===== config.mk =====
export PLATFORM = sky130hd
export DESIGN_NAME = aags_div
export DESIGN_NICKNAME = d
export VERILOG_FILES = /design/src/sv/aags_div.sv
export SDC_FILE = /design/constraint.sdc
export NUM_CORES = 1
export LEC_CHECK = 0
export BUFFER_PORTS_ARGS = -buffer_cell sky130_fd_sc_hd__buf_2
export CAP_MARGIN = 20
export CELL_PAD_IN_SITES_DETAIL_PLACEMENT = 0
export CELL_PAD_IN_SITES_GLOBAL_PLACEMENT = 2
export CORE_MARGIN = 2
export CORE_UTILIZATION = 30
export CTS_BUF_LIST = sky130_fd_sc_hd__clkbuf_4 sky130_fd_sc_hd__clkbuf_8
export DETAILED_ROUTE_END_ITERATION = 7
export HOLD_SLACK_MARGIN = 0.1
export PLACE_DENSITY = 0.68
export SLEW_MARGIN = 5
export SYNTH_ARGS = -nofsm -noshare
export SYNTH_HDL_FRONTEND = slang
export SYNTH_SLANG_ARGS = --single-unit

===== constraint.sdc =====
create_clock -name clk_i -period 5.5 [get_ports clk_i]
set_clock_uncertainty 0.15 [all_clocks]
set_input_delay 0 -clock clk_i [delete_from_list [all_inputs] [get_ports clk_i]]
set_output_delay 0 -clock clk_i [all_outputs]
set_load 0.03 [all_outputs]

===== src/sv/aags_div.sv =====
// Restoring divider, one quotient bit per cycle; the quotient must fit QUO_W bits.
module aags_div #(
  parameter int unsigned NUM_W = 45,
  parameter int unsigned DEN_W = 27,
  parameter int unsigned QUO_W = 28
) (
  input  logic             clk_i,
  input  logic             rst_ni,
  input  logic             start_i,
  input  logic [NUM_W-1:0] num_i,
  input  logic [DEN_W-1:0] den_i,
  output logic             busy_o,
  output logic             done_o,
  output logic [QUO_W-1:0] quo_o
);

  localparam int unsigned STEP_W = $clog2(QUO_W + 1);
  localparam logic [STEP_W-1:0] LAST_STEP = STEP_W'(QUO_W - 1);

  logic [DEN_W-1:0]  rem_q;
  logic [DEN_W-1:0]  den_q;
  logic [QUO_W-1:0]  sh_q;
  logic [STEP_W-1:0] step_q, step_d;
  logic              busy_q, busy_d;
  logic              done_q, done_d;
  logic [DEN_W:0]    trial;
  logic [DEN_W:0]    diff;
  logic              ge;

  // The low numerator bits shift out at the top while quotient bits enter at the bottom.
  assign trial = {rem_q, sh_q[QUO_W-1]};
  assign ge    = trial >= {1'b0, den_q};
  assign diff  = trial - {1'b0, den_q};

  always_comb begin
    busy_d = busy_q;
    done_d = 1'b0;
    step_d = step_q;
    if (start_i) begin
      busy_d = 1'b1;
      step_d = '0;
    end else if (busy_q) begin
      step_d = step_q + STEP_W'(1);
      if (step_q == LAST_STEP) begin
        busy_d = 1'b0;
        done_d = 1'b1;
      end
    end
  end

  always_ff @(posedge clk_i or negedge rst_ni) begin
    if (!rst_ni) begin
      busy_q <= 1'b0;
      done_q <= 1'b0;
      step_q <= '0;
    end else begin
      busy_q <= busy_d;
      done_q <= done_d;
      step_q <= step_d;
    end
  end

  // The high part of the numerator is below the divisor when the quotient fits.
  always_ff @(posedge clk_i) begin
    if (start_i) begin
      rem_q <= DEN_W'(num_i[NUM_W-1:QUO_W]);
      sh_q  <= num_i[QUO_W-1:0];
      den_q <= den_i;
    end else if (busy_q) begin
      rem_q <= ge ? diff[DEN_W-1:0] : trial[DEN_W-1:0];
      sh_q  <= {sh_q[QUO_W-2:0], ge};
    end
  end

  assign busy_o = busy_q;
  assign done_o = done_q;
  assign quo_o  = sh_q;

endmodule


==> key figures, run 1 <==
Worst setup path
  • R2R Path Start: quo_o[27]$_DFFE_PP_
  • Startpoint Class: flip-flop
  • Slowest library cell on the worst path: dlygate4sd3_1
  • R2R setup slack: 1510 ps
  • Reg2Reg Depth: 13
  • Reg2reg end: rem_q[4]$_DFFE_PP_
  • Max Fanout on Critical Path: 26
  • Worst EP required: 5500 ps
  • Critical path class: flip-flop to flip-flop
  • Worst Setup End Kind: flip-flop
  • Worst path max stage delay: 560 ps
  • Worst path top cell family by delay: buffers and inverters
  • Crit path cell chain: inv_1 -> ha_1 -> fa_1 -> nand2b_1 -> a21oi_1 -> o21ai_0 -> nand2b_1 -> a211oi_2 -> o31ai_4 -> buf_4 -> mux2_2 -> mux2_2 -> dlygate4sd3_1
  • Buffers plus inverters on the worst setup path: 3
  • CP arrival: 3990 ps

STA
  • Final Cycle Share: 0.725
  • Setup TNS: 0 ps
  • RSZ-0062 raised after global routing: no
  • Slew Limit Fails: 0
  • Final worst slack: 1510 ps
  • FMAX: 0.251 GHz
  • Fin. Hold Viols: 0
  • Hold_ws: 163 ps
  • Post-route minimum period: 3990 ps
  • Final setup viols: 0
  • Relative slew slack: 0.401
  • Least-Margin Pin Slew: 898 ps

Run
  • Max Cap Viol: 0

Floorplanning
  • Core area: 0.0167 mm2
  • Row count: 47
  • Initial cell density of the core: 0.309
  • Die area: 0.0182 mm2
  • # IOs: 105
  • Die Height: 135 um
  • Die width: 135 um

Cells and area
  • Nets: 744
  • Finished Layout Cells: 865
  • Design Area, Final: 0.00697 mm2
  • Share of cells above drive strength 1: 0.285
  • # diodes: 0
  • Area grow syn2layout: 35.2%

Power and ir drop
  • Maximum VDD drop: 161 uV
  • Pwr Density: 424 mW/mm2
  • Lkg Pwr: 2.97 nW

Detailed routing
  • DR vias/cell: 4.58
  • DR top layer: met4
  • WL per Instance: 13.9 um
  • Met2 wire length: 5280 um
  • Detailed Route Iter0 Violations: 170
  • 1st-pass router iterations: 5
  • Wire length on met1: 5940 um
  • DRC viols: 0
  • Routed via count: 3963
  • Met3 Wirelength: 656 um
  • Overall routed net length: 12000 um
  • Antenna-violating nets left: 0

GRT
  • Total track usage: 0.139
  • Largest net degree at the start of global routing: 56
  • Initial antenna violation count: 0
  • Vias in the first global route: 4095
  • First-pass GRT wire length: 19900 um
  • Grt ovf: 0

Logic synthesis
  • Top-area cell type share of the netlist area: 0.420
  • Mean Syn Cell Area: 11.4 um2
  • Mapped Area: 0.00515 mm2
  • Post-synthesis async set-or-reset flop share: 0.0787
  • Syn nets: 555
  • Most common library cells after synthesis: edfxtp_1 (72), mux2_2 (48), inv_1 (41)
  • Synth area leaders: edfxtp_1 (42%), mux2_2 (10%), ha_1 (6.8%)
  • EDFF count, synth: 72
  • #FFs+latches synth: 89
  • Sequential share of the synthesized area: 0.492
  • Yosys cell types: 50
  • Synth warn: 0
  • Most used DFF post-synth: edfxtp_1
  • Syn Inst Count: 451
  • Top-count cell post-synth: edfxtp_1
  • Cell taking the most area after synthesis: edfxtp_1

Clock network
  • Clk sinks: 89
  • Clock Tree Root: clkbuf_8
  • Register clock-pin slew on the reported worst setup and hold paths: 120 ps
  • Num CTS Buffers: 9
  • Post-cts resize count: 0
  • Clk Latency, worst-skew pair: 390 ps
  • H-tree levels: 3
  • CTS tree: yes
  • Clk buf depth: 2

Placed design
  • Post-DP HPWL: 8440 um
  • Placed cell area: 0.00592 mm2
  • Cell count after placement: 765
  • Setup WS pre-CTS: 2080 ps
  • Port bufs: 104
  • GP Congestion: 0.750

Status
  • Status: finished clean

Worst hold path
  • Min-Delay Path Class: primary input to flip-flop
  • Hold path start: den_i[19]
  • Hold Path End: den_q[19]$_DFFE_PP_
  • Hold depth: 2
[report_power, final]
part           total, mW  leakage [nW]  internal [mW]  switching (mW)
clock network      0.470         0.103          0.181           0.288
logic               1.51          1.95          0.695           0.814
registers          0.972         0.914          0.894          0.0773
[sequential cells by signal, summed over array words and instances, names as in the netlist]
| name | cells |
|---|---|
| quo_o | 28 |
| den_q | 27 |
| rem_q | 27 |
| step_q | 5 |
| busy_o | 1 |
| done_o | 1 |
[worst register-to-register path, delay by kind of cell (launching register included)]
| family | cells | cell delay (ps) |
|---|---|---|
| DFF | 1 | 380 |
| adders and majority gates | 2 | 620 |
| buffers and inverters | 3 | 960 |
| and+or+nand+nor | 2 | 380 |
| AOI/OAI and AO/OA | 4 | 620 |
| muxes | 2 | 640 |
[cell type report]
type | instances | area, um2
clock buffer | 9 | 124
clock inverter | 7 | 81.3
fill | 1648 | 9730
inverter | 41 | 154
multi-input combinational | 307 | 2390
sequential | 89 | 2540
tap | 220 | 275
timing repair buffer | 192 | 1410
[routing by layer]
| layer | vias to the layer above | track usage |
|---|---|---|
| met5 | - | 0 |
| met4 | 0 | 0.0370 |
| met3 | 9 | 0.0469 |
| met2 | 87 | 0.218 |
| met1 | 1837 | 0.183 |
| li1 | 2030 | - |
[per-stage QoR]
step / power, mW / utilization
6_report: 2.95 / 0.417
5_1_grt: 3.21 / 0.417
4_1_cts: 2.99 / 0.417
3_5_place_dp: 2.43 / 0.355
3_3_place_gp: 2.42 / 0.353
2_1_floorplan: 2.13 / -
[cells in the final DEF, fill, tap and decap left out, drive strengths merged, types with 12 or more instances in the layout]
| cell type | count |
|---|---|
| xnor2 | 13 |
| xor2 | 13 |
| o21ai | 22 |
| nand2 | 20 |
| inv | 44 |
| nor2 | 29 |
| dlygate4sd3 | 84 |
| ha | 28 |
| buf | 108 |
| edfxtp | 72 |
| a211oi | 12 |
| mux2 | 48 |
| a21oi | 38 |
[worst max-delay path by stage]
stage                         from                  end  cells past startpoint
6_report       quo_o[27]$_DFFE_PP_   rem_q[4]$_DFFE_PP_                     13
5_1_grt        quo_o[27]$_DFFE_PP_   rem_q[4]$_DFFE_PP_                     13
4_1_cts        quo_o[27]$_DFFE_PP_  rem_q[11]$_DFFE_PP_                     13
3_5_place_dp   quo_o[27]$_DFFE_PP_   rem_q[7]$_DFFE_PP_                     12
3_3_place_gp   quo_o[27]$_DFFE_PP_   rem_q[4]$_DFFE_PP_                     12
2_1_floorplan  quo_o[27]$_DFFE_PP_  rem_q[12]$_DFFE_PP_                     13
[repair_timing]
item                                    in CTS  in global routing
endpoints found under the setup margin       0                  0
setup buffers                                0                  0
endpoints found under the hold margin      100                  0
hold buffers                                84                  0
[cells by family after synthesis]
group / synth area share
multiplexers: 0.119
AND/OR/NAND/NOR: 0.0845
buffers and inverters: 0.0440
XOR/XNOR: 0.0442
adder cells (fa/ha/maj): 0.0719
AO/OA/AOI/OAI: 0.144
flip-flops: 0.492
(Power assumes the default switching activity.)
==> run 2, diff against run 1 <==
--- a/config.mk
+++ b/config.mk
@@ -14,7 +14,7 @@
 export CTS_BUF_LIST = sky130_fd_sc_hd__clkbuf_4 sky130_fd_sc_hd__clkbuf_8
 export DETAILED_ROUTE_END_ITERATION = 7
 export HOLD_SLACK_MARGIN = 0.1
-export PLACE_DENSITY = 0.68
+export PLACE_DENSITY = 0.71
 export SLEW_MARGIN = 5
 export SYNTH_ARGS = -nofsm -noshare
 export SYNTH_HDL_FRONTEND = slang
==> constraint.sdc (replaced) <==
create_clock -name clk_i -period 3.25 [get_ports clk_i]
set_clock_uncertainty 0.15 [all_clocks]
set_input_delay 0 -clock clk_i [delete_from_list [all_inputs] [get_ports clk_i]]
set_output_delay 0 -clock clk_i [all_outputs]
set_load 0.03 [all_outputs]
==> key figures, run 2 (synthesis results as in run 1) <==
Detailed routing
  • Routed via count: 4079 (was 3963)
  • Antenna-violating nets left: 0 (unchanged)
  • Detailed Route Iter0 Violations: 170 (unchanged)
  • DR vias/cell: 4.65 (was 4.58)
  • WL per Instance: 14.4 um (was 13.9 um)
  • DRC viols: 0 (unchanged)
  • Overall routed net length: 12700 um (was 12000 um)
  • 1st-pass router iterations: 4 (was 5)

Worst setup path
  • Startpoint Class: flip-flop (unchanged)
  • Worst Setup End Kind: flip-flop (unchanged)
  • CP arrival: 3120 ps (was 3990 ps)
  • Critical path class: flip-flop to flip-flop (unchanged)
  • Max Fanout on Critical Path: 12 (was 26)
  • Reg2Reg Depth: 13 (unchanged)
  • Worst EP required: 3240 ps (was 5500 ps)

Placed design
  • Post-DP HPWL: 8690 um (was 8440 um)
  • Setup WS pre-CTS: -18.3 ps (was 2080 ps)
  • Port bufs: 104 (unchanged)
  • GP Congestion: 0.764 (was 0.750)
  • Cell count after placement: 778 (was 765)

Floorplanning
  • Row count: 47 (unchanged)
  • Core area: 0.0167 mm2 (unchanged)
  • Die width: 135 um (unchanged)
  • # IOs: 105 (unchanged)
  • Die Height: 135 um (unchanged)
  • Initial cell density of the core: 0.309 (unchanged)
  • Die area: 0.0182 mm2 (unchanged)

Cells and area
  • Share of cells above drive strength 1: 0.351 (was 0.285)
  • Max FFs per register: 28 (unchanged)
  • Area grow syn2layout: 40.5% (was 35.2%)
  • Nets: 757 (was 744)
  • # diodes: 0 (unchanged)
  • Leading cell types in the layout, fill and taps excluded: buf_2 (103), dlygate4sd3_1 (75), edfxtp_1 (72) (was buf_2 (103), dlygate4sd3_1 (84), edfxtp_1 (72))
  • Commonest non-fill, non-tap cell in the layout: buf_2 (unchanged)
  • Finished Layout Cells: 878 (was 865)

GRT
  • M3 GR Usage: 0.0375 (was 0.0469)
  • Largest net degree at the start of global routing: 44 (was 56)
  • Vias in the first global route: 4256 (was 4095)
  • Met1 Track Usage GR: 0.192 (was 0.183)
  • First-pass GRT wire length: 20700 um (was 19900 um)
  • GRT busiest layer: met2 (unchanged)
  • Met2 Use GR: 0.229 (was 0.218)
  • Grt ovf: 0 (unchanged)
  • Total track usage: 0.143 (was 0.139)
  • Initial antenna violation count: 0 (unchanged)

Power and ir drop
  • Pwr Density: 751 mW/mm2 (was 424 mW/mm2)
  • Maximum VDD drop: 285 uV (was 161 uV)
  • Lkg Pwr: 3.04 nW (was 2.97 nW)
  • Total power: 5.44 mW (was 2.95 mW)

STA
  • Slew Limit Fails: 0 (unchanged)
  • Hold_ws: 175 ps (was 163 ps)
  • FMAX: 0.320 GHz (was 0.251 GHz)
  • Final worst slack: 125 ps (was 1510 ps)
  • Fin. Hold Viols: 0 (unchanged)
  • Final setup viols: 0 (unchanged)
  • Least-Margin Pin Slew: 654 ps (was 898 ps)
  • Post-route minimum period: 3130 ps (was 3990 ps)
  • Final Cycle Share: 0.962 (was 0.725)
  • Setup TNS: 0 ps (unchanged)
  • Relative slew slack: 0.564 (was 0.401)

Worst hold path
  • Min-Delay Path Class: primary input to flip-flop (unchanged)
  • Hold depth: 2 (unchanged)

Clock network
  • Clock Tree Root: clkbuf_8 (unchanged)
  • Clk sinks: 89 (unchanged)
  • Clk Latency, worst-skew pair: 380 ps (was 390 ps)
  • Register clock-pin slew on the reported worst setup and hold paths: 100 ps (was 120 ps)
  • H-tree levels: 3 (unchanged)
  • Clk buf depth: 2 (unchanged)
  • Num CTS Buffers: 9 (unchanged)
  • CTS tree: yes (unchanged)

Status
  • Status: finished clean (unchanged)

Run
  • Max Cap Viol: 0 (unchanged)
run 2: critical path, stage by stage (launching register included):
cell and delay, ps:
edfxtp_1 370, inv_1 70, ha_2 300, and3_4 190, and3_4 180, a221o_1 380
a211oi_4 200, o31ai_4 100, buf_6 150, buf_4 130, bufbuf_16 270, nor2_1 80
a21oi_1 50, mux2_2 260
run 2: path summary, 6_finish.rpt:
kind / startpoint / endpoint / slack (ps)
max: den_q[19]$_DFFE_PP_ / rem_q[2]$_DFFE_PP_ / 120
max in group asynchronous: rst_ni / step_q[1]$_DFFE_PN0P_ / 2290
min reg2reg: rem_q[24]$_SDFFE_PP0P_ / rem_q[24]$_SDFFE_PP0P_ / 350
max reg2reg: den_q[19]$_DFFE_PP_ / rem_q[2]$_DFFE_PP_ / 120
min: den_i[4] / den_q[4]$_DFFE_PP_ / 170
min in group asynchronous: rst_ni / step_q[3]$_DFFE_PN0P_ / 410
run 2: power by group:
part	leakage [nW]	switching, mW	internal, mW	total, mW
Sequential	0.914	0.157	1.52	1.67
Combinational	2.04	1.49	1.52	3.02
Clock	0.0886	0.461	0.292	0.754
Total	3.04	2.11	3.33	5.44
run 2: layout make-up:
| class | count | area [um2] |
|---|---|---|
| sequential | 89 | 2540 |
| multi-input combinational | 307 | 2540 |
| clock inverter | 7 | 63.8 |
| tap | 220 | 275 |
| clock buffer | 9 | 124 |
| timing repair buffer | 205 | 1540 |
| fill | 1623 | 9460 |
| inverter | 41 | 154 |
run 2: per-stage QoR:
| step | utilization | cell area (um2) |
|---|---|---|
| finish | 0.434 | 7240 |
| global route | 0.434 | 7240 |
| CTS | 0.420 | 7010 |
| detailed placement | 0.361 | 6030 |
| global placement | 0.361 | 6030 |
| floorplan | - | 5160 |
run 2: per-layer routing:
| layer | wire length [um] | vias up |
|---|---|---|
| met1 | 6150 | 1917 |
| met2 | 5770 | 91 |
| met5 | 0 | - |
| met4 | 161 | 0 |
| li1 | - | 2061 |
| met3 | 596 | 10 |
run 2: timing repair:
| action | 4_1_cts | 5_1_grt |
|---|---|---|
| setup buffers | 1 | 6 |
| gates cloned | 1 | 1 |
| pin swaps | 1 | 4 |
| setup endpoints to repair | 5 | 21 |
| hold endpoints to repair | 98 | 0 |
| resized for setup | 1 | 33 |
| hold buffers | 75 | 0 |
