===== src/sv/aags_ram.sv =====
// Generic single-port-write, single-port-read RAM with registered read data.
module aags_ram #(
  parameter int unsigned WIDTH = 68,
  parameter int unsigned DEPTH = 8,
  localparam int unsigned AW = (DEPTH > 1) ? $clog2(DEPTH) : 1
) (
  input  logic                    clk_i,
  input  logic                    we_i,
  input  logic [AW-1:0]           waddr_i,
  input  logic [WIDTH-1:0]        wdata_i,
  input  logic                    re_i,
  input  logic [AW-1:0]           raddr_i,
  output logic [WIDTH-1:0]        rdata_o
);

  logic [WIDTH-1:0] mem_q [DEPTH];
  logic [WIDTH-1:0] rdata_q;

  always_ff @(posedge clk_i) begin
    if (we_i) begin
      mem_q[waddr_i] <= wdata_i;
    end
  end

  always_ff @(posedge clk_i) begin
    if (re_i) begin
      rdata_q <= mem_q[raddr_i];
    end
  end

  assign rdata_o = rdata_q;

endmodule


===== config.mk =====
export PLATFORM = sky130hd
export DESIGN_NAME = aags_ram
export DESIGN_NICKNAME = d
export VERILOG_FILES = /design/src/sv/aags_ram.sv
export SDC_FILE = /design/constraint.sdc
export NUM_CORES = 1
export LEC_CHECK = 0
export ABC_CLOCK_PERIOD_IN_PS = 16970
export BUFFER_PORTS_ARGS = -buffer_cell sky130_fd_sc_hd__buf_4
export CAP_MARGIN = 20
export CELL_PAD_IN_SITES_DETAIL_PLACEMENT = 0
export CELL_PAD_IN_SITES_GLOBAL_PLACEMENT = 2
export CORE_MARGIN = 5
export CORE_UTILIZATION = 25
export CTS_CLUSTER_DIAMETER = 60
export CTS_CLUSTER_SIZE = 30
export DETAILED_ROUTE_END_ITERATION = 8
export PLACE_DENSITY = 0.56
export RECOVER_POWER = 100
export SLEW_MARGIN = 5
export SYNTH_ARGS = -nofsm -noshare
export SYNTH_HDL_FRONTEND = slang
export SYNTH_SLANG_ARGS = --single-unit

===== constraint.sdc =====
create_clock -name clk_i -period 16.97 [get_ports clk_i]
set_input_delay 0 -clock clk_i [delete_from_list [all_inputs] [get_ports clk_i]]
set_output_delay 0 -clock clk_i [all_outputs]
set_load 0.02 [all_outputs]

==> results of run 1 <==
[worst min path at each step]
stage                      from                     end  cells after the start
floorplan            wdata_i[0]   mem_q[0][0]$_DFFE_PP_                      0
global placement    wdata_i[23]  mem_q[4][23]$_DFFE_PP_                      1
detailed placement  wdata_i[35]  mem_q[4][35]$_DFFE_PP_                      1
CTS                 wdata_i[37]  mem_q[0][37]$_DFFE_PP_                      2
global route        wdata_i[35]  mem_q[4][35]$_DFFE_PP_                      2
finish               raddr_i[2]    rdata_o[5]$_DFFE_PP_                      3
[per-stage QoR]
step	hold WS (ns)	worst slack, ns	total power [mW]	cells
after floorplan	0.0989	11.59	1.88	867
after global placement	0.230	14.21	1.97	2168
after detailed placement	0.235	14.22	1.97	2168
after CTS	0.0957	14.50	3.30	2342
after global routing	0.258	10.78	3.36	2343
final	0.255	11.45	3.23	2346
[where the power goes]
group / leakage (nW) / switching, mW / internal, mW / total [mW]
registers: 5.61 / 0.0164 / 1.73 / 1.75
clock network: 0.928 / 0.644 / 0.658 / 1.30
logic: 1.69 / 0.105 / 0.0774 / 0.182
[cell usage in the layout, fill, tap and decap left out, types with 6 or more instances in the layout]
cell type,synthesis,final
clkinv_8,0,9
inv_6,0,9
clkbuf_16,0,55
clkbuf_1,13,155
buf_4,0,6
edfxtp_1,612,612
mux2_2,68,60
inv_8,0,7
dlygate4sd3_1,0,73
mux2_1,0,8
mux4_2,136,136
[per-layer routing]
metal	share of wire [%]	wire (um)	GRT usage, %
met5	0.025	13	0
met1	46	23600	14.9
met3	4.6	2370	2.16
met4	1.9	990	2.50
met2	48	24600	17.5
[cells by family (layout without fill, tap and decap cells)]
| family | Yosys count | count (layout) | synth area share, % |
|---|---|---|---|
| buffers and inverters | 38 | 337 | 0.946 |
| DFF | 612 | 612 | 81.8 |
| and+or+nand+nor | 13 | 13 | 0.262 |
| muxes | 204 | 204 | 17.0 |
| other | 0 | 4 | 0 |
[final cells by class]
cell class | count | area (um^2)
antenna | 4 | 10.0
clock buffer | 55 | 1380
clock inverter | 46 | 549
fill | 8695 | 62500
multi-input combinational | 217 | 3920
sequential | 612 | 18400
tap | 1176 | 1470
timing repair buffer | 236 | 1380
[worst min-delay path: cells and delay by family]
family	cells	cell delay, ns
buffers and inverters	1	0.28
muxes	2	0.46
[sequential cells by signal, indices dropped and copies added (netlist names)]
signal / cells
mem_q: 544
rdata_o: 68
[what timing repair did]
item / in CTS / in global routing
hold buffers: 73 / 0
setup endpoints to repair: 0 / 0
hold endpoints to repair: 611 / 0
==> impl_results.html, run 1 <==
<table>
<tr><th>Metric</th><th>Value</th></tr>
<tr><th colspan="2">Cells and area</th></tr>
<tr><td>Post-layout net count</td><td>1,198</td></tr>
<tr><td>Share of layout cells above drive strength 1</td><td>26.2%</td></tr>
<tr><td>Layout area overhead</td><td>20.5%</td></tr>
<tr><td>Final standard cell utilization of the core</td><td>30.2%</td></tr>
<tr><td>Final design area excluding fillers</td><td>27,100 um^2</td></tr>
<tr><th colspan="2">Yosys</th></tr>
<tr><td>Count leader, synth</td><td>edfxtp_1</td></tr>
<tr><td>Cell types with the largest area share after synthesis</td><td>edfxtp_1 82%, mux4_2 14%, mux2_2 3.4%, buf_2 0.38%, buf_6 0.25%</td></tr>
<tr><td>Post-synthesis cell type count</td><td>12</td></tr>
<tr><td>Avg Synthesized Cell Area</td><td>25.9 um^2</td></tr>
<tr><td>Area of the mapped netlist</td><td>22,500 um^2</td></tr>
<tr><td>FF+latch count, synth</td><td>612</td></tr>
<tr><td>Async SR Flop Fraction</td><td>0%</td></tr>
<tr><td>Post-synth top cells</td><td>612 x edfxtp_1, 136 x mux4_2, 68 x mux2_2, 17 x buf_2, 13 x clkbuf_1</td></tr>
<tr><td>Primary FF master, synth</td><td>edfxtp_1</td></tr>
<tr><td>Proportion of synthesized chip area in sequential cells</td><td>81.8%</td></tr>
<tr><td>Share of Yosys cell area claimed by the top area cell type</td><td>81.8%</td></tr>
<tr><td>Warnings, synthesis</td><td>0</td></tr>
<tr><td>Dominant cell type by area after synthesis</td><td>edfxtp_1</td></tr>
<tr><td>EDFF count, synth</td><td>612</td></tr>
<tr><td>Number of nets in the synthesized netlist</td><td>944</td></tr>
<tr><td>Number of instances in the synthesized netlist</td><td>867</td></tr>
<tr><th colspan="2">Placed design</th></tr>
<tr><td># port buffers</td><td>144</td></tr>
<tr><td>Area after DPL</td><td>25,000 um^2</td></tr>
<tr><td>Detailed Place HPWL</td><td>26.6 mm</td></tr>
<tr><td>GPL Wtd Cong</td><td>0.649</td></tr>
<tr><th colspan="2">Min path</th></tr>
<tr><td>Min-Delay Path Class</td><td>in2reg</td></tr>
<tr><th colspan="2">Global routing</th></tr>
<tr><td>Global routing usage summed across all routing layers</td><td>10.7%</td></tr>
<tr><td>Pin count of the biggest net entering global routing</td><td>74</td></tr>
<tr><td>Number of antenna violations at the first check in global routing</td><td>7</td></tr>
<tr><td>Number of global-route vias before repair</td><td>10,958</td></tr>
<tr><td>Global-route wire length before repair</td><td>75.1 mm</td></tr>
<tr><td>Global-route congestion overflow total</td><td>0</td></tr>
<tr><th colspan="2">Critical path</th></tr>
<tr><td>Critical path peak fanout</td><td>51</td></tr>
<tr><td>Classification of the worst setup path</td><td>in2reg</td></tr>
<tr><td>Arr. time, crit path</td><td>5.62 ns</td></tr>
<tr><td>Launch point of the worst reg-to-reg path</td><td>mem_q[0][6]$_DFFE_PP_</td></tr>
<tr><td>Path depth of the worst reg2reg path</td><td>2</td></tr>
<tr><td>CP Launch Point</td><td>waddr_i[1]</td></tr>
<tr><td>Number of cells on the critical path</td><td>5</td></tr>
<tr><td>Buffer and inverter count on the worst path</td><td>3</td></tr>
<tr><td>Worst-path cell chain</td><td>dlygate4sd3_1, buf_4, nand2b_1, nor2_1, clkbuf_1</td></tr>
<tr><td>Max stage delay cell, worst path</td><td>clkbuf_1</td></tr>
<tr><td>Top Family by Delay on Critical Path</td><td>buffers and inverters</td></tr>
<tr><td>Critical path startpoint category</td><td>input port</td></tr>
<tr><td>Crit Reg-Reg Endpoint</td><td>rdata_o[6]$_DFFE_PP_</td></tr>
<tr><td>Reg-to-reg setup timing slack</td><td>15.51 ns</td></tr>
<tr><td>Slowest stage delay, CP</td><td>3.15 ns</td></tr>
<tr><td>CP Data Required Time</td><td>17.06 ns</td></tr>
<tr><td>Critical Path End Type</td><td>flop</td></tr>
<tr><td>CP Capture Point</td><td>mem_q[5][54]$_DFFE_PP_</td></tr>
<tr><th colspan="2">Clocking</th></tr>
<tr><td>CTS tree</td><td>built</td></tr>
<tr><td>Clock latency of the later-clocked register in the worst-skew pair</td><td>0.62 ns</td></tr>
<tr><td>Number of sinks handled by clock tree synthesis</td><td>612</td></tr>
<tr><td>Buffer cell driving the clock tree root</td><td>clkbuf_16</td></tr>
<tr><td>Max Root-Sink Buffers</td><td>3</td></tr>
<tr><td>Total CTS buffers</td><td>54</td></tr>
<tr><td>Post-CTS setup buffer count</td><td>0</td></tr>
<tr><td>Clock-pin slew on the worst setup and hold paths</td><td>0.09 ns</td></tr>
<tr><td>Cts repair resizes</td><td>0</td></tr>
<tr><td>H-tree levels</td><td>2</td></tr>
<tr><th colspan="2">Detailed routing</th></tr>
<tr><td>First-pass detailed-route iteration total</td><td>6</td></tr>
<tr><td>Number of remaining DRC errors</td><td>0</td></tr>
<tr><td>Total via count in the routed design</td><td>9,838</td></tr>
<tr><td>Post-DRT Antenna Nets</td><td>0</td></tr>
<tr><td>Routed via count divided by cell count</td><td>4.19</td></tr>
<tr><td>DRC marker count from the first detailed-route iteration</td><td>604</td></tr>
<tr><td>Total routed wirelength</td><td>51.6 mm</td></tr>
<tr><td>Drt wl/cell</td><td>22.0 um</td></tr>
<tr><th colspan="2">Power</th></tr>
<tr><td>P_leak</td><td>8.22 nW</td></tr>
<tr><td>Pwr/cell area</td><td>119 nW/um^2</td></tr>
<tr><td>Maximum resistive drop on vdd</td><td>70.5 uV</td></tr>
<tr><th colspan="2">Floorplan</th></tr>
<tr><td>Die ar.</td><td>96,000 um^2</td></tr>
<tr><td>Number of top-level pins</td><td>145</td></tr>
<tr><td>Die height</td><td>310 um</td></tr>
<tr><td>Core Area</td><td>89,600 um^2</td></tr>
<tr><td>Horizontal extent of the die</td><td>310 um</td></tr>
<tr><td>Initial Util</td><td>25.1%</td></tr>
<tr><td>FP Rows</td><td>110</td></tr>
<tr><th colspan="2">STA</th></tr>
<tr><td>Sum Neg Setup Slack</td><td>0 ns</td></tr>
<tr><td>Max-slew violation count</td><td>692</td></tr>
<tr><td>Final clock period utilization by the worst path</td><td>32.6%</td></tr>
<tr><td>Final Skew</td><td>0.0274 ns</td></tr>
<tr><td>Worst-margin pin slew</td><td>4.33 ns</td></tr>
<tr><td>Unrepaired setup endpoints after global routing</td><td>no</td></tr>
<tr><td>Worst rel slew slack</td><td>-189%</td></tr>
<tr><td>Hold violation total from the final report</td><td>0</td></tr>
<tr><td>Time the worst path needs with I/O delays and setup</td><td>5.52 ns</td></tr>
<tr><td>Setup violations, final</td><td>0</td></tr>
<tr><td>Timing-limited maximum frequency</td><td>181 MHz</td></tr>
<tr><th colspan="2">Job</th></tr>
<tr><td>Max_cap viols</td><td>19</td></tr>
<tr><th colspan="2">Status</th></tr>
<tr><td>Violations in the final reports</td><td>max-capacitance violations, max-slew violations</td></tr>
<tr><td>Outcome</td><td>finished with violations</td></tr>
</table>
Note: power is estimated with default switching activity, not from simulation.
==> run 2, diff against run 1 <==
Settings changed: ABC_CLOCK_PERIOD_IN_PS 16970 to 5300.
Clock period 16.97 ns to 5.3 ns, I/O delays scaled along.
==> impl_results.html, run 2 (synthesized netlist as in run 1, its figures left out) <==
<table>
<tr><th>Metric</th><th>Value</th></tr>
<tr><th colspan="2">Critical path</th></tr>
<tr><td>Arr. time, crit path</td><td>3.87 ns</td></tr>
<tr><td>Reg-to-reg setup timing slack</td><td>3.80 ns</td></tr>
<tr><td>Buffer and inverter count on the worst path</td><td>2</td></tr>
<tr><td>Number of cells on the critical path</td><td>3</td></tr>
<tr><td>Critical path startpoint category</td><td>input port</td></tr>
<tr><td>Critical path peak fanout</td><td>35</td></tr>
<tr><td>Max stage delay cell, worst path</td><td>clkbuf_1</td></tr>
<tr><td>Path depth of the worst reg2reg path</td><td>2</td></tr>
<tr><td>Slowest stage delay, CP</td><td>2.18 ns</td></tr>
<tr><td>CP Capture Point</td><td>rdata_o[24]$_DFFE_PP_</td></tr>
<tr><td>Critical Path End Type</td><td>flop</td></tr>
<tr><td>CP Launch Point</td><td>raddr_i[1]</td></tr>
<tr><td>Crit Reg-Reg Endpoint</td><td>rdata_o[14]$_DFFE_PP_</td></tr>
<tr><td>Classification of the worst setup path</td><td>in2reg</td></tr>
<tr><td>Worst-path cell chain</td><td>clkbuf_2, clkbuf_1, mux2_2</td></tr>
<tr><td>CP Data Required Time</td><td>5.68 ns</td></tr>
<tr><td>Top Family by Delay on Critical Path</td><td>buffers and inverters</td></tr>
<tr><td>Launch point of the worst reg-to-reg path</td><td>mem_q[7][14]$_DFFE_PP_</td></tr>
<tr><th colspan="2">Clocking</th></tr>
<tr><td>Cts repair resizes</td><td>0</td></tr>
<tr><td>CTS tree</td><td>built</td></tr>
<tr><td>Total CTS buffers</td><td>61</td></tr>
<tr><td>Max Root-Sink Buffers</td><td>3</td></tr>
<tr><td>Clock-pin slew on the worst setup and hold paths</td><td>0.08 ns</td></tr>
<tr><td>Post-CTS setup buffer count</td><td>0</td></tr>
<tr><td>Clock latency of the later-clocked register in the worst-skew pair</td><td>0.64 ns</td></tr>
<tr><td>Hold buffers post-CTS</td><td>75</td></tr>
<tr><td>Buffer cell driving the clock tree root</td><td>clkbuf_16</td></tr>
<tr><td>Number of sinks handled by clock tree synthesis</td><td>612</td></tr>
<tr><td>H-tree levels</td><td>2</td></tr>
<tr><th colspan="2">Global routing</th></tr>
<tr><td>Global routing usage summed across all routing layers</td><td>10.6%</td></tr>
<tr><td>Global-route congestion overflow total</td><td>0</td></tr>
<tr><td>Number of global-route vias before repair</td><td>10,885</td></tr>
<tr><td>Global-route wire length before repair</td><td>74.8 mm</td></tr>
<tr><td>Number of antenna violations at the first check in global routing</td><td>3</td></tr>
<tr><td>Pin count of the biggest net entering global routing</td><td>79</td></tr>
<tr><th colspan="2">Placed design</th></tr>
<tr><td>Area after DPL</td><td>25,100 um^2</td></tr>
<tr><td>Detailed Place HPWL</td><td>26.4 mm</td></tr>
<tr><td>GPL Wtd Cong</td><td>0.650</td></tr>
<tr><td># port buffers</td><td>144</td></tr>
<tr><td>DP Worst Slack</td><td>2.81 ns</td></tr>
<tr><th colspan="2">Status</th></tr>
<tr><td>Violations in the final reports</td><td>max-capacitance violations, max-slew violations</td></tr>
<tr><td>Outcome</td><td>finished with violations</td></tr>
<tr><th colspan="2">Floorplan</th></tr>
<tr><td>Core Area</td><td>89,600 um^2</td></tr>
<tr><td>Horizontal extent of the die</td><td>310 um</td></tr>
<tr><td>Die ar.</td><td>96,000 um^2</td></tr>
<tr><td>FP Rows</td><td>110</td></tr>
<tr><td>Number of top-level pins</td><td>145</td></tr>
<tr><td>Initial Util</td><td>25.1%</td></tr>
<tr><td>Die height</td><td>310 um</td></tr>
<tr><th colspan="2">STA</th></tr>
<tr><td>Timing-limited maximum frequency</td><td>286 MHz</td></tr>
<tr><td>Unrepaired setup endpoints after global routing</td><td>no</td></tr>
<tr><td>Sum Neg Setup Slack</td><td>0 ns</td></tr>
<tr><td>Final clock period utilization by the worst path</td><td>65.9%</td></tr>
<tr><td>Setup violations, final</td><td>0</td></tr>
<tr><td>Worst-margin pin slew</td><td>3.44 ns</td></tr>
<tr><td>Final Skew</td><td>0.0242 ns</td></tr>
<tr><td>Time the worst path needs with I/O delays and setup</td><td>3.49 ns</td></tr>
<tr><td>Hold violation total from the final report</td><td>0</td></tr>
<tr><td>Worst Slack Setup Final</td><td>1.81 ns</td></tr>
<tr><td>Worst rel slew slack</td><td>-129%</td></tr>
<tr><td>Max-slew violation count</td><td>646</td></tr>
<tr><th colspan="2">Min path</th></tr>
<tr><td>Worst hold path stage count</td><td>3</td></tr>
<tr><td>Min-Delay Path Class</td><td>in2reg</td></tr>
<tr><th colspan="2">Cells and area</th></tr>
<tr><td>Fillers</td><td>8,658</td></tr>
<tr><td>Most common cell after layout, fill and taps aside</td><td>edfxtp_1</td></tr>
<tr><td>Max reg flops</td><td>544</td></tr>
<tr><td>Register containing the most flip-flops in the final layout</td><td>mem_q</td></tr>
<tr><td>Commonest non-fill, non-tap cells in the layout</td><td>612 x edfxtp_1, 156 x clkbuf_1, 136 x mux4_2, 75 x dlygate4sd3_1, 63 x mux2_2</td></tr>
<tr><td>Final design area excluding fillers</td><td>27,500 um^2</td></tr>
<tr><td>Post-layout net count</td><td>1,209</td></tr>
<tr><td>Share of layout cells above drive strength 1</td><td>27.6%</td></tr>
<tr><td>Layout area overhead</td><td>22.3%</td></tr>
<tr><th colspan="2">Detailed routing</th></tr>
<tr><td>First-pass detailed-route iteration total</td><td>4</td></tr>
<tr><td>Routed via count divided by cell count</td><td>4.23</td></tr>
<tr><td>Total routed wirelength</td><td>51.1 mm</td></tr>
<tr><td>DRC marker count from the first detailed-route iteration</td><td>568</td></tr>
<tr><td>Post-DRT Antenna Nets</td><td>0</td></tr>
<tr><td>Number of remaining DRC errors</td><td>0</td></tr>
<tr><td>Total via count in the routed design</td><td>9,997</td></tr>
<tr><td>Drt wl/cell</td><td>21.6 um</td></tr>
<tr><th colspan="2">Power</th></tr>
<tr><td>P_leak</td><td>8.43 nW</td></tr>
<tr><td>Pwr/cell area</td><td>397 nW/um^2</td></tr>
<tr><td>Maximum resistive drop on vdd</td><td>224 uV</td></tr>
<tr><th colspan="2">Job</th></tr>
<tr><td>Max_cap viols</td><td>17</td></tr>
</table>
-- run 2: cell types whose count changed in the layout (fill, tap and decap cells not counted), sizes merged --
cell	change
clkinvlp	-2
inv	+3
clkinv	+2
clkbuf	+11
dlygate4sd3	+2
diode	-1
buf	+1
bufinv	+2
-- run 2: worst min-delay path by stage --
stage	startpoint	endpoint	slack, ns
after detailed placement	wdata_i[8]	mem_q[2][8]$_DFFE_PP_	0.24
after global placement	wdata_i[8]	mem_q[6][8]$_DFFE_PP_	0.23
after CTS	raddr_i[1]	rdata_o[25]$_DFFE_PP_	0.07
after global routing	raddr_i[2]	rdata_o[32]$_DFFE_PP_	0.18
after floorplan	wdata_i[0]	mem_q[0][0]$_DFFE_PP_	0.1
final	raddr_i[2]	rdata_o[25]$_DFFE_PP_	0.16
-- run 2: area by class of cell --
type	instances	area (um^2)	area share (%)
multi-input cells	217	3910	14.2
clock buffers	65	1540	5.61
well taps	1176	1470	5.35
flip-flops and latches	612	18400	66.8
repair buffers	240	1430	5.19
diodes	3	7.51	0.0273
clock inverters	51	756	2.75
-- run 2: metrics by stage --
stage               utilization (%)  power (mW)  hold WS, ns  instances
floorplan                         -        6.01       0.0989        867
global placement               28.0        6.29        0.233       2170
detailed placement             28.0        6.31        0.236       2170
CTS                            31.4        11.2       0.0710       2361
global route                   30.7        11.4        0.184       2361
finish                         30.7        10.9        0.156       2364
-- run 2: report_power, final --
part,total (mW),leakage (nW),internal (mW),switching [mW]
Combinational,0.597,1.72,0.258,0.339
Clock,4.74,1.10,2.48,2.26
Sequential,5.58,5.61,5.53,0.0475
-- run 2: worst register-to-register path, cell delays in order, from the launching register on --
cell and delay, ns:
edfxtp_1 0.36, mux4_2 0.47, mux2_1 0.40
-- run 2: layer usage --
layer  vias up  GRT usage [%]  share of wire [%]
met5         -              0                  0
met4         0           2.46                1.8
met3        73           2.25                5.2
met2       232           16.8                 47
met1      5399           15.1                 46
li1       4293              -                  -
